<file path="config.mk">
export PLATFORM = sky130hd
export DESIGN_NAME = integer_to_ascii_formatter_unit
export DESIGN_NICKNAME = d
export VERILOG_FILES = /design/src/hdl/i2af_pkg.sv /design/src/hdl/i2af_ctrl.sv /design/src/hdl/i2af_dpath.sv /design/src/hdl/integer_to_ascii_formatter_unit.sv
export SDC_FILE = /design/constraint.sdc
export NUM_CORES = 1
export LEC_CHECK = 0
export ABC_AREA = 1
export BUFFER_PORTS_ARGS = -buffer_cell sky130_fd_sc_hd__buf_2
export CORE_ASPECT_RATIO = 1.4
export CORE_MARGIN = 2
export CORE_UTILIZATION = 55
export CTS_CLUSTER_DIAMETER = 120
export DETAILED_ROUTE_END_ITERATION = 8
export PLACE_DENSITY = 0.72
export REMOVE_ABC_BUFFERS = 1
export SLEW_MARGIN = 20
export SYNTH_ARGS = -nofsm -noshare
export SYNTH_HDL_FRONTEND = slang
export SYNTH_HIERARCHICAL = 1
export SYNTH_SLANG_ARGS = --single-unit
</file>
<file path="constraint.sdc">
create_clock -name clk -period 7.75 [get_ports clk]
set_input_delay 1.1625 -clock clk [delete_from_list [all_inputs] [get_ports clk]]
set_output_delay 1.1625 -clock clk [all_outputs]
set_load 0.005 [all_outputs]
</file>
<file path="src/hdl/i2af_pkg.sv">
// Shared types, codes and helpers of the integer to ASCII formatter.
`default_nettype none
package i2af_pkg;

  // Conversion modes carried in the request opcode
  typedef enum logic [2:0] {
    OP_CHAR = 3'd0,
    OP_PCT  = 3'd1,
    OP_PTR  = 3'd2,
    OP_SDEC = 3'd3,
    OP_UDEC = 3'd4,
    OP_HEXL = 3'd5,
    OP_HEXU = 3'd6
  } op_t;

  // Request and result payloads
  typedef struct packed {
    logic [2:0]  opcode;
    logic [63:0] value;
  } req_t;

  typedef struct packed {
    logic [7:0] out_char;
    logic       last;
  } rsp_t;

  // Controller states
  typedef enum logic [2:0] {
    S_IDLE,
    S_SINGLE,
    S_HEX,
    S_DEC_MUL,
    S_DEC_DIV,
    S_PRE_LEAD,
    S_PRE_MARK,
    S_DIGITS
  } state_t;

  // What the datapath registers for the result port this cycle
  typedef enum logic [2:0] {
    EM_NONE,
    EM_SINGLE,
    EM_LEAD,
    EM_MARK,
    EM_DIGIT
  } emit_t;

  // Commands from controller to datapath
  typedef struct packed {
    logic  load;
    logic  hex_step;
    logic  mul_step;
    logic  dec_step;
    emit_t emit;
  } cmd_t;

  // Status from datapath to controller
  typedef struct packed {
    logic hex_last;
    logic dec_last;
    logic neg;
    logic cnt_one;
  } sts_t;

  // Digit buffer sizing: 16 hex digits of a pointer at most
  localparam int DIG_DEPTH = 16;
  localparam int DIG_IW    = $clog2(DIG_DEPTH);
  localparam int CNT_W     = DIG_IW + 1;

  // Reciprocal of ten: q = (v * RECIP10) >> RECIP_SHIFT is exact for 32-bit v
  localparam logic [31:0] RECIP10     = 32'hCCCC_CCCD;
  localparam int          RECIP_SHIFT = 35;
  localparam int          QUOT_W      = 64 - RECIP_SHIFT;

  // ASCII codes
  localparam logic [7:0] CH_ZERO    = 8'h30;
  localparam logic [7:0] CH_LOWER_A = 8'h61;
  localparam logic [7:0] CH_UPPER_A = 8'h41;
  localparam logic [7:0] CH_LOWER_X = 8'h78;
  localparam logic [7:0] CH_MINUS   = 8'h2D;
  localparam logic [7:0] CH_PERCENT = 8'h25;

  // Map one digit to its ASCII character
  function automatic logic [7:0] digit_char(input logic [3:0] d, input logic upper);
    logic [7:0] ch;
    if (d < 4'd10) begin
      ch = CH_ZERO + {4'd0, d};
    end else if (upper) begin
      ch = CH_UPPER_A + {4'd0, d - 4'd10};
    end else begin
      ch = CH_LOWER_A + {4'd0, d - 4'd10};
    end
    return ch;
  endfunction

endpackage
`default_nettype wire

</file>
<file path="src/hdl/i2af_ctrl.sv">
// Controller state machine of the integer to ASCII formatter.
`default_nettype none
module i2af_ctrl (
  input  wire logic          clk,
  input  wire logic          rst,
  input  wire logic          start,
  input  wire logic [2:0]    opcode,
  input  wire i2af_pkg::sts_t sts,
  output i2af_pkg::cmd_t     cmd,
  output logic               busy
);
  import i2af_pkg::*;

  state_t state, state_next;
  op_t    op_in;

  assign op_in = op_t'(opcode);
  assign busy  = (state != S_IDLE);

  // Hold the state
  always_ff @(posedge clk) begin
    if (rst) begin
      state <= S_IDLE;
    end else begin
      state <= state_next;
    end
  end

  // Sequence conversion, single-character, prefix and digit emission
  always_comb begin
    state_next = state;
    cmd        = '{load: 1'b0, hex_step: 1'b0, mul_step: 1'b0,
                   dec_step: 1'b0, emit: EM_NONE};
    unique case (state)
      S_IDLE: begin
        if (start) begin
          cmd.load = 1'b1;
          case (op_in)
            OP_CHAR, OP_PCT:          state_next = S_SINGLE;
            OP_PTR, OP_HEXL, OP_HEXU: state_next = S_HEX;
            OP_SDEC, OP_UDEC:         state_next = S_DEC_MUL;
            default:                  state_next = S_IDLE;
          endcase
        end
      end
      S_SINGLE: begin
        cmd.emit   = EM_SINGLE;
        state_next = S_IDLE;
      end
      S_HEX: begin
        cmd.hex_step = 1'b1;
        if (sts.hex_last) begin
          state_next = sts.neg ? S_PRE_LEAD : S_DIGITS;
        end
      end
      S_DEC_MUL: begin
        cmd.mul_step = 1'b1;
        state_next   = S_DEC_DIV;
      end
      S_DEC_DIV: begin
        cmd.dec_step = 1'b1;
        if (sts.dec_last) begin
          state_next = sts.neg ? S_PRE_MARK : S_DIGITS;
        end else begin
          state_next = S_DEC_MUL;
        end
      end
      S_PRE_LEAD: begin
        cmd.emit   = EM_LEAD;
        state_next = S_PRE_MARK;
      end
      S_PRE_MARK: begin
        cmd.emit   = EM_MARK;
        state_next = S_DIGITS;
      end
      S_DIGITS: begin
        cmd.emit = EM_DIGIT;
        if (sts.cnt_one) begin
          state_next = S_IDLE;
        end
      end
      default: state_next = S_IDLE;
    endcase
  end

endmodule
`default_nettype wire

</file>
<file path="src/hdl/i2af_dpath.sv">
// Datapath of the integer to ASCII formatter: digit extraction and result register.
`default_nettype none
module i2af_dpath (
  input  wire logic           clk,
  input  wire logic           rst,
  input  wire i2af_pkg::req_t req,
  input  wire i2af_pkg::cmd_t cmd,
  output i2af_pkg::sts_t      sts,
  output logic                strobe,
  output i2af_pkg::rsp_t      rsp
);
  import i2af_pkg::*;

  logic [63:0]       val;
  logic [63:0]       prod;
  op_t               op;
  logic              prefix;
  logic [CNT_W-1:0]  cnt;
  logic [3:0]        dig [DIG_DEPTH];

  logic              neg_in;
  logic [31:0]       mag_in;
  logic [QUOT_W-1:0] quot;
  logic [31:0]       quot_x10;
  logic [3:0]        rem;
  logic [3:0]        rd_dig;
  logic [7:0]        ch;
  logic              ch_last;

  // Decode the incoming request
  assign neg_in = (op_t'(req.opcode) == OP_SDEC) && req.value[31];
  assign mag_in = neg_in ? (32'd0 - req.value[31:0]) : req.value[31:0];

  // Quotient and remainder of one decimal step
  assign quot     = prod[63:RECIP_SHIFT];
  assign quot_x10 = {quot, 3'b000} + {2'b00, quot, 1'b0};
  assign rem      = 4'(val[31:0] - quot_x10);

  // Status for the controller
  assign sts.hex_last = (val[63:4] == 60'd0);
  assign sts.dec_last = (quot == '0);
  assign sts.neg      = prefix;
  assign sts.cnt_one  = (cnt == CNT_W'(1));

  // Load the argument and run the digit steps
  always_ff @(posedge clk) begin
    if (cmd.load) begin
      op     <= op_t'(req.opcode);
      prefix <= neg_in || (op_t'(req.opcode) == OP_PTR);
      val    <= (op_t'(req.opcode) == OP_PTR) ? req.value : {32'd0, mag_in};
      cnt    <= '0;
    end else if (cmd.hex_step) begin
      dig[cnt[DIG_IW-1:0]] <= val[3:0];
      val                  <= {4'd0, val[63:4]};
      cnt                  <= cnt + CNT_W'(1);
    end else if (cmd.dec_step) begin
      dig[cnt[DIG_IW-1:0]] <= rem;
      val                  <= {{(64 - QUOT_W){1'b0}}, quot};
      cnt                  <= cnt + CNT_W'(1);
    end else if (cmd.emit == EM_DIGIT) begin
      cnt <= cnt - CNT_W'(1);
    end
    if (cmd.mul_step) begin
      prod <= {32'd0, val[31:0]} * {32'd0, RECIP10};
    end
  end

  // Select the character of this cycle
  assign rd_dig = dig[cnt[DIG_IW-1:0] - DIG_IW'(1)];

  always_comb begin
    ch      = CH_ZERO;
    ch_last = 1'b0;
    case (cmd.emit)
      EM_SINGLE: begin
        ch      = (op == OP_CHAR) ? val[7:0] : CH_PERCENT;
        ch_last = 1'b1;
      end
      EM_LEAD: ch = CH_ZERO;
      EM_MARK: ch = (op == OP_PTR) ? CH_LOWER_X : CH_MINUS;
      EM_DIGIT: begin
        ch      = digit_char(rd_dig, op == OP_HEXU);
        ch_last = (cnt == CNT_W'(1));
      end
      default: ch = CH_ZERO;
    endcase
  end

  // Register the result transfer
  always_ff @(posedge clk) begin
    if (rst) begin
      strobe <= 1'b0;
    end else begin
      strobe <= (cmd.emit != EM_NONE);
    end
    rsp.out_char <= ch;
    rsp.last     <= ch_last;
  end

endmodule
`default_nettype wire

</file>
<file path="src/hdl/integer_to_ascii_formatter_unit.sv">
// Order: char and percent go from the single-character state to the result register;
// numbers wait until all digits are found (a hex step per hex digit, a multiply and a
// divide step per decimal digit). Throughput: one request at a time; a new request is
// accepted only in idle, after the digit extraction loop and the last character.
// Characters then leave one per cycle; the receiver cannot stall.
// Reset: synchronous, active high; clears the state machine and the strobe.
`default_nettype none
module integer_to_ascii_formatter_unit (
  input  wire logic           clk,
  input  wire logic           rst,
  input  wire logic           start,
  output logic                busy,
  input  wire i2af_pkg::req_t req,
  output logic                strobe,
  output i2af_pkg::rsp_t      rsp
);
  import i2af_pkg::*;

  cmd_t cmd;
  sts_t sts;

  // Sequence the conversion
  i2af_ctrl u_ctrl (
    .clk    (clk),
    .rst    (rst),
    .start  (start),
    .opcode (req.opcode),
    .sts    (sts),
    .cmd    (cmd),
    .busy   (busy)
  );

  // Extract digits and drive results
  i2af_dpath u_dpath (
    .clk    (clk),
    .rst    (rst),
    .req    (req),
    .cmd    (cmd),
    .sts    (sts),
    .strobe (strobe),
    .rsp    (rsp)
  );

endmodule
`default_nettype wire

</file>
After elaboration in Yosys (flattened, before gate mapping) --
Memories as Yosys holds them, arrays and structs flattened. Index checks and enable logic that the tools add are counted.
Cells by class: multiplexer cells 36, divide/modulo/power cells 0, multipliers 1, order comparisons 1, $add $sub $neg 10, bitwise operators 1, shift-type cells 0, reduce and logical (&&, ||, !) cells 15, equality and inequality tests 22
Operator list (number):
- 64-bit two-way mux | 4
- 32-bit by 32-bit multiplier with 64-bit output, second input constant | 1
- 60-bit logical NOT | 1
- 32-bit two-way mux | 1
- 1-bit by 32-bit subtractor with 32-bit output, first input constant | 1
- 29-bit logical NOT | 1
- 3-bit equality test, second input constant | 9
- 8-bit two-way mux | 3
- 3-bit case mux with 8 select lines | 1
- 8-bit case mux with 3 select lines | 1
- 3-bit by 2-bit equality test with 1-bit output, second input constant | 6
- 7-bit by 4-bit adder with 8-bit output, first input constant | 2
- 5-bit two-way mux | 3
- 1-bit two-way mux | 13
- 3-bit two-way mux | 4
- 3-bit case mux with 4 select lines | 1
- 3-bit nonzero test | 4
- 3-bit by 1-bit equality test with 1-bit output, second input constant | 3
- 3-bit logical NOT | 3
- 6-bit by 4-bit adder with 7-bit output, first input constant | 1
- 7-bit two-way mux | 1
- 2-bit != test, second input constant | 3
- 2-bit case mux with 3 select lines | 1
- 5-bit by 1-bit adder with 5-bit output, second input constant | 1
- 16 further kinds | 17
Storage, ports and cells: memory bits (writable) 64, output and inout port bits 11, bits in read-only memories 0, bits in registers 150, input port bits 70, memories kept 1, bits in latches 0, word-level logic and storage cells 96
Memory list:
- u_dpath.dig | words 16, width 4, read ports 1, clocked after Yosys merged registers in 0, wr ports 1, RTL line i2af_dpath.sv:19 | logic [3:0] dig [DIG_DEPTH];

Longest topological paths before layout --
depth in word-level cells 7, depth in mapped cells 33, depth with buffers taken out 32

Cells and area by module --
The synthesis kept the hierarchy.
By module, submodules not included:
- i2af_dpath | times used 1, cells an instance 3210, sequential area each 5134.9 um2, area an instance 27522.6 um2
- i2af_ctrl | times used 1, cells an instance 61, sequential area each 60.1 um2, area an instance 324.1 um2

Worst setup path after synthesis --
OpenSTA, ideal clock, no wires.
kind reg2reg, from reg u_dpath.val[18], to reg u_dpath.prod[60] (data pin), path buffers 0, data arrival time 5.737 ns, period minus slack after synthesis 5.989 ns, stages on the path, launching flop included 27, required time 7.498 ns, library setup time 0.252 ns, path slack 1.761 ns, path through edfxtp_1 inv_1 ha_1 inv_1 fa_1 inv_1 fa_1 inv_1 fa_1 inv_1 fa_1 fa_1 fa_1 inv_1 fa_1 inv_1 ha_1 nand2_1 nor2_1 inv_1 nor2_1 inv_1 nor2_1 and2_1 nand2_1 nand3_1 nand2_1
Between the ends: cells in the longest elaborated chain, start to end 1
RTL lines:
- start, declared | RTL line i2af_dpath.sv:14 | logic [63:0] val;
- start signal, assigned | RTL line i2af_dpath.sv:50 | val <= (op_t'(req.opcode) == OP_PTR) ? req.value : {32'd0, mag_in};
- start signal, assigned | RTL line i2af_dpath.sv:54 | val <= {4'd0, val[63:4]};
- start signal, assigned | RTL line i2af_dpath.sv:58 | val <= {{(64 - QUOT_W){1'b0}}, quot};
- 32-bit by 32-bit multiplier with 64-bit output | RTL line i2af_dpath.sv:64 | prod <= {32'd0, val[31:0]} * {32'd0, RECIP10};
- end signal, assigned | RTL line i2af_dpath.sv:64
- end, declared | RTL line i2af_dpath.sv:15 | logic [63:0] prod;
Every way passes these cells. A chain may end at the register's enable or synchronous reset.

Final worst setup path --
from reg u_dpath.val[17], to reg u_dpath.prod[40] (data pin)
Same word-level chain as after synthesis.

==> flow_summary.yaml <==
synth:
  ys_warn_count: 6
  ys_seq_elements: 179
  synth_compound_area_share_pct: 6.20
  synth_edf_count: 161
  synth_mux_area_share_pct: 0
  yosysTopAreaCell: "fa_1"
  ys.flop_type: "edfxtp_1"
  netlist_instances: 3271
  synth_top_area_share_pct: 27.7
  netlist_area_mm2: 0.0278
  ys_seq_area_share_pct: 18.7
  synthAdderAreaFrac_pct: 44.6
  synth_top_family_by_area: "adder cells"
  async_reset_ff_share_pct: 0
  synth_xor_area_share_pct: 2.00
  synthTopCellsByArea: "fa_1 (28%), edfxtp_1 (17%), ha_1 (17%)"
  synth-simple-area-share_pct: 16.0
  synth_cell_type_count: 55
  syn_avg_cell_area_um2: 8.51
clock_network:
  numCtsBuffers: 17
  clk-insertion-delay-late_ps: 480
  clock_path_buffers: 2
  post_cts_buffers: 0
  h-tree-depth: 4
  cts_hold_buf: 0
  cts.sinks: 179
  tritoncts: "built"
  clkSlewWorstSetupHoldPaths_ps: 90
  clockRootBuffer: "clkbuf_16"
  post_cts_resized: 0
setup_path:
  worst_setup_path_start_kind: "flop"
  cp_max_fo: 7
  worst-path-stages: 22
  path_cells: "ha_1 > inv_1 > fa_1 > inv_1 > fa_1 > inv_1 > fa_1 > inv_1 > fa_1 > fa_1 > fa_1 > inv_1 > fa_1 > inv_1 > ha_1 > nand2_1 > nor2_1 > nand2_1 > nor2_1 > nand3_1 > nand3_1 > xor2_1"
  path_buf_inv: 6
  end_kind: "flop"
  slowest_stage: "edfxtp_1"
  crit_arrival_ps: 7540
  critPathLaunch: "u_dpath/val[17]$_DFFE_PP_"
  critPathTopFamily: "adder cells"
  cp_slowest_stage_delay_ps: 610
  critPathKind: "reg -> reg"
  cp_common_cell: "fa_1"
  endpoint: "u_dpath/prod[40]$_DFFE_PP_"
  regToRegStartpoint: "u_dpath/val[17]$_DFFE_PP_"
  r2r_cells: 22
  cp.required_ps: 8020
  reg2reg_slack_ps: 480
  worstReg2RegEnd: "u_dpath/prod[40]$_DFFE_PP_"
detailed_routing:
  wl_per_cell_um: 23.7
  first_iter_violations: 1578
  wl_um: 95400
  dr.pass1.iters: 6
  drc: 0
  vias: 22300
  vias_per_cell: 5.54
  ant_nets: 0
status:
  outcome: "complete, no violations"
finish:
  seq_area_mm2: 0.00519
  multi_input_area_mm2: 0.0192
  fin_nets: 4199
  fillCellCount: 4600
  antenna_cells: 0
  final_core_util_pct: 59.5
  design_area_mm2: 0.0297
  drive_above_1_share_pct: 5.85
  syn_to_final_growth_pct: 6.83
sta:
  tightest_slew_ps: 894
  fmax_ghz: 0.137
  finalCriticalPeriod_ps: 7270
  fin_tns_setup_ps: 0
  rsz0062_at_grt: "false"
  period_share_pct: 93.9
  hold_viol: 0
  drv_slew: 0
  whs_ps: 525
  finalSetupViolations: 0
  max_slew_margin_pct: 40.4
  skew_ps: 17.1
die:
  rows: 97
  dieHeight_um: 270
  die_x_um: 194
  fp.dieArea_mm2: 0.0525
  floorplan.initialDensity_pct: 55.7
  ios: 81
  coreArea_mm2: 0.0500
global_routing:
  grt_pass1_wl_um: 142000
  grt_use_total_pct: 37.3
  grt-ovfl-total: 0
  antenna_found_initial: 1
  grt_max_degree: 65
  grt_pass1_vias: 23200
run:
  cap_violations: 0
place:
  portBuffers: 80
  dpl.hpwl_um: 82700
  placedInstanceArea_mm2: 0.0291
  routabilityCongestion: 1.08
hold_path:
  hold_class: "reg -> reg"
layout by cell type (no fill, tap or decap), types with 4 or more instances in the layout:
cell	instances
o31ai_1	8
xor2_1	47
inv_2	7
nand3_2	9
clkinv_8	4
a21o_1	8
xnor2_1	13
o21bai_1	16
o21ai_0	116
nor2_1	207
or2_2	5
inv_6	4
buf_4	35
dfxtp_1	18
nor3_1	35
clkbuf_16	17
nand4_1	22
nand3_1	133
nand2_2	4
fa_1	386
nand2_4	4
nor2_2	10
inv_1	862
a22oi_1	28
a21oi_1	109
o21ai_1	4
buf_2	80
ha_1	374
nand2_1	594
edfxtp_1	161
nand3b_1	7
nor4_1	15
cells in the mapped netlist, drive strengths merged (8+ instances only):
| cell | count |
|---|---|
| o21bai | 16 |
| inv | 871 |
| o31ai | 8 |
| fa | 386 |
| nor4 | 15 |
| nand4 | 22 |
| nor3 | 38 |
| nor2 | 219 |
| dfxtp | 18 |
| xor2 | 48 |
| a21oi | 109 |
| xnor2 | 14 |
| a21o | 8 |
| edfxtp | 161 |
| nand2 | 602 |
| buf | 16 |
| ha | 374 |
| a22oi | 28 |
| clkbuf | 20 |
| o21ai | 122 |
| nand3 | 142 |
kinds of logic (layout without fill, tap and decap cells):
family / Yosys count / in the layout
compound gates: 306 / 306
simple gates: 1057 / 1057
buf+inv: 907 / 1018
xor+xnor: 62 / 62
fa+ha+maj: 760 / 760
flops: 179 / 179
worst reg2reg max path, stage by stage (launching register included):
cell	delay, ps
edfxtp_1	610
ha_1	620
inv_1	220
fa_1	550
inv_1	60
fa_1	540
inv_1	80
fa_1	500
inv_1	60
fa_1	550
fa_1	430
fa_1	500
inv_1	60
fa_1	480
inv_1	40
ha_1	300
nand2_1	110
nor2_1	240
nand2_1	190
nor2_1	260
nand3_1	120
nand3_1	200
xor2_1	340
final cells by class:
cell class | instances | share of cell area [%]
flip-flops and latches | 179 | 17.5
repair buffers | 115 | 2.23
clock buffers | 17 | 1.43
clock inverters | 15 | 0.681
multi-input cells | 2185 | 64.5
well taps | 643 | 2.70
inverters | 871 | 11.0
worst min-delay path by stage:
stage	start	to	slack (ps)	cells after the start
after detailed placement	u_dpath/cnt[4]$_SDFFE_PP0P_	u_dpath/cnt[4]$_SDFFE_PP0P_	500	2
after floorplan	u_dpath/cnt[4]$_SDFFE_PP0P_	u_dpath/cnt[4]$_SDFFE_PP0P_	470	2
after global placement	u_dpath/cnt[4]$_SDFFE_PP0P_	u_dpath/cnt[4]$_SDFFE_PP0P_	490	2
after CTS	u_dpath/cnt[4]$_SDFFE_PP0P_	u_dpath/cnt[4]$_SDFFE_PP0P_	520	2
after global routing	u_dpath/cnt[4]$_SDFFE_PP0P_	u_dpath/cnt[4]$_SDFFE_PP0P_	550	2
final	u_dpath/cnt[4]$_SDFFE_PP0P_	u_dpath/cnt[4]$_SDFFE_PP0P_	520	2
metal layers:
metal	wire [µm]	vias to the layer above	global-route usage, %	share of wire, %
met2	47500	888	64.1	50
met4	10200	2	32.7	11
met1	32100	10800	39.9	34
li1	-	10300	-	-
met5	9	-	0	0.0094
met3	5630	331	5.39	5.9
sequential cells by signal, summed over array words and instances (netlist names):
register,flops
u_dpath/prod,29
u_dpath/rsp,9
u_dpath/op,3
u_dpath/strobe,1
u_dpath/prefix,1
u_dpath/val,64
u_dpath/cnt,5
u_dpath/dig,64
u_ctrl/state,3
per-stage QoR:
| step | std cells | setup WS (ps) |
|---|---|---|
| after CTS | 4025 | 521 |
| after global routing | 4025 | 228 |
| after detailed placement | 3993 | 565 |
| final | 4025 | 476 |
| after floorplan | 3235 | 1760 |
| after global placement | 3993 | 546 |
Power is not shown: default switching activity piles up to over one toggle a cycle in this logic, so the estimate is an artifact.
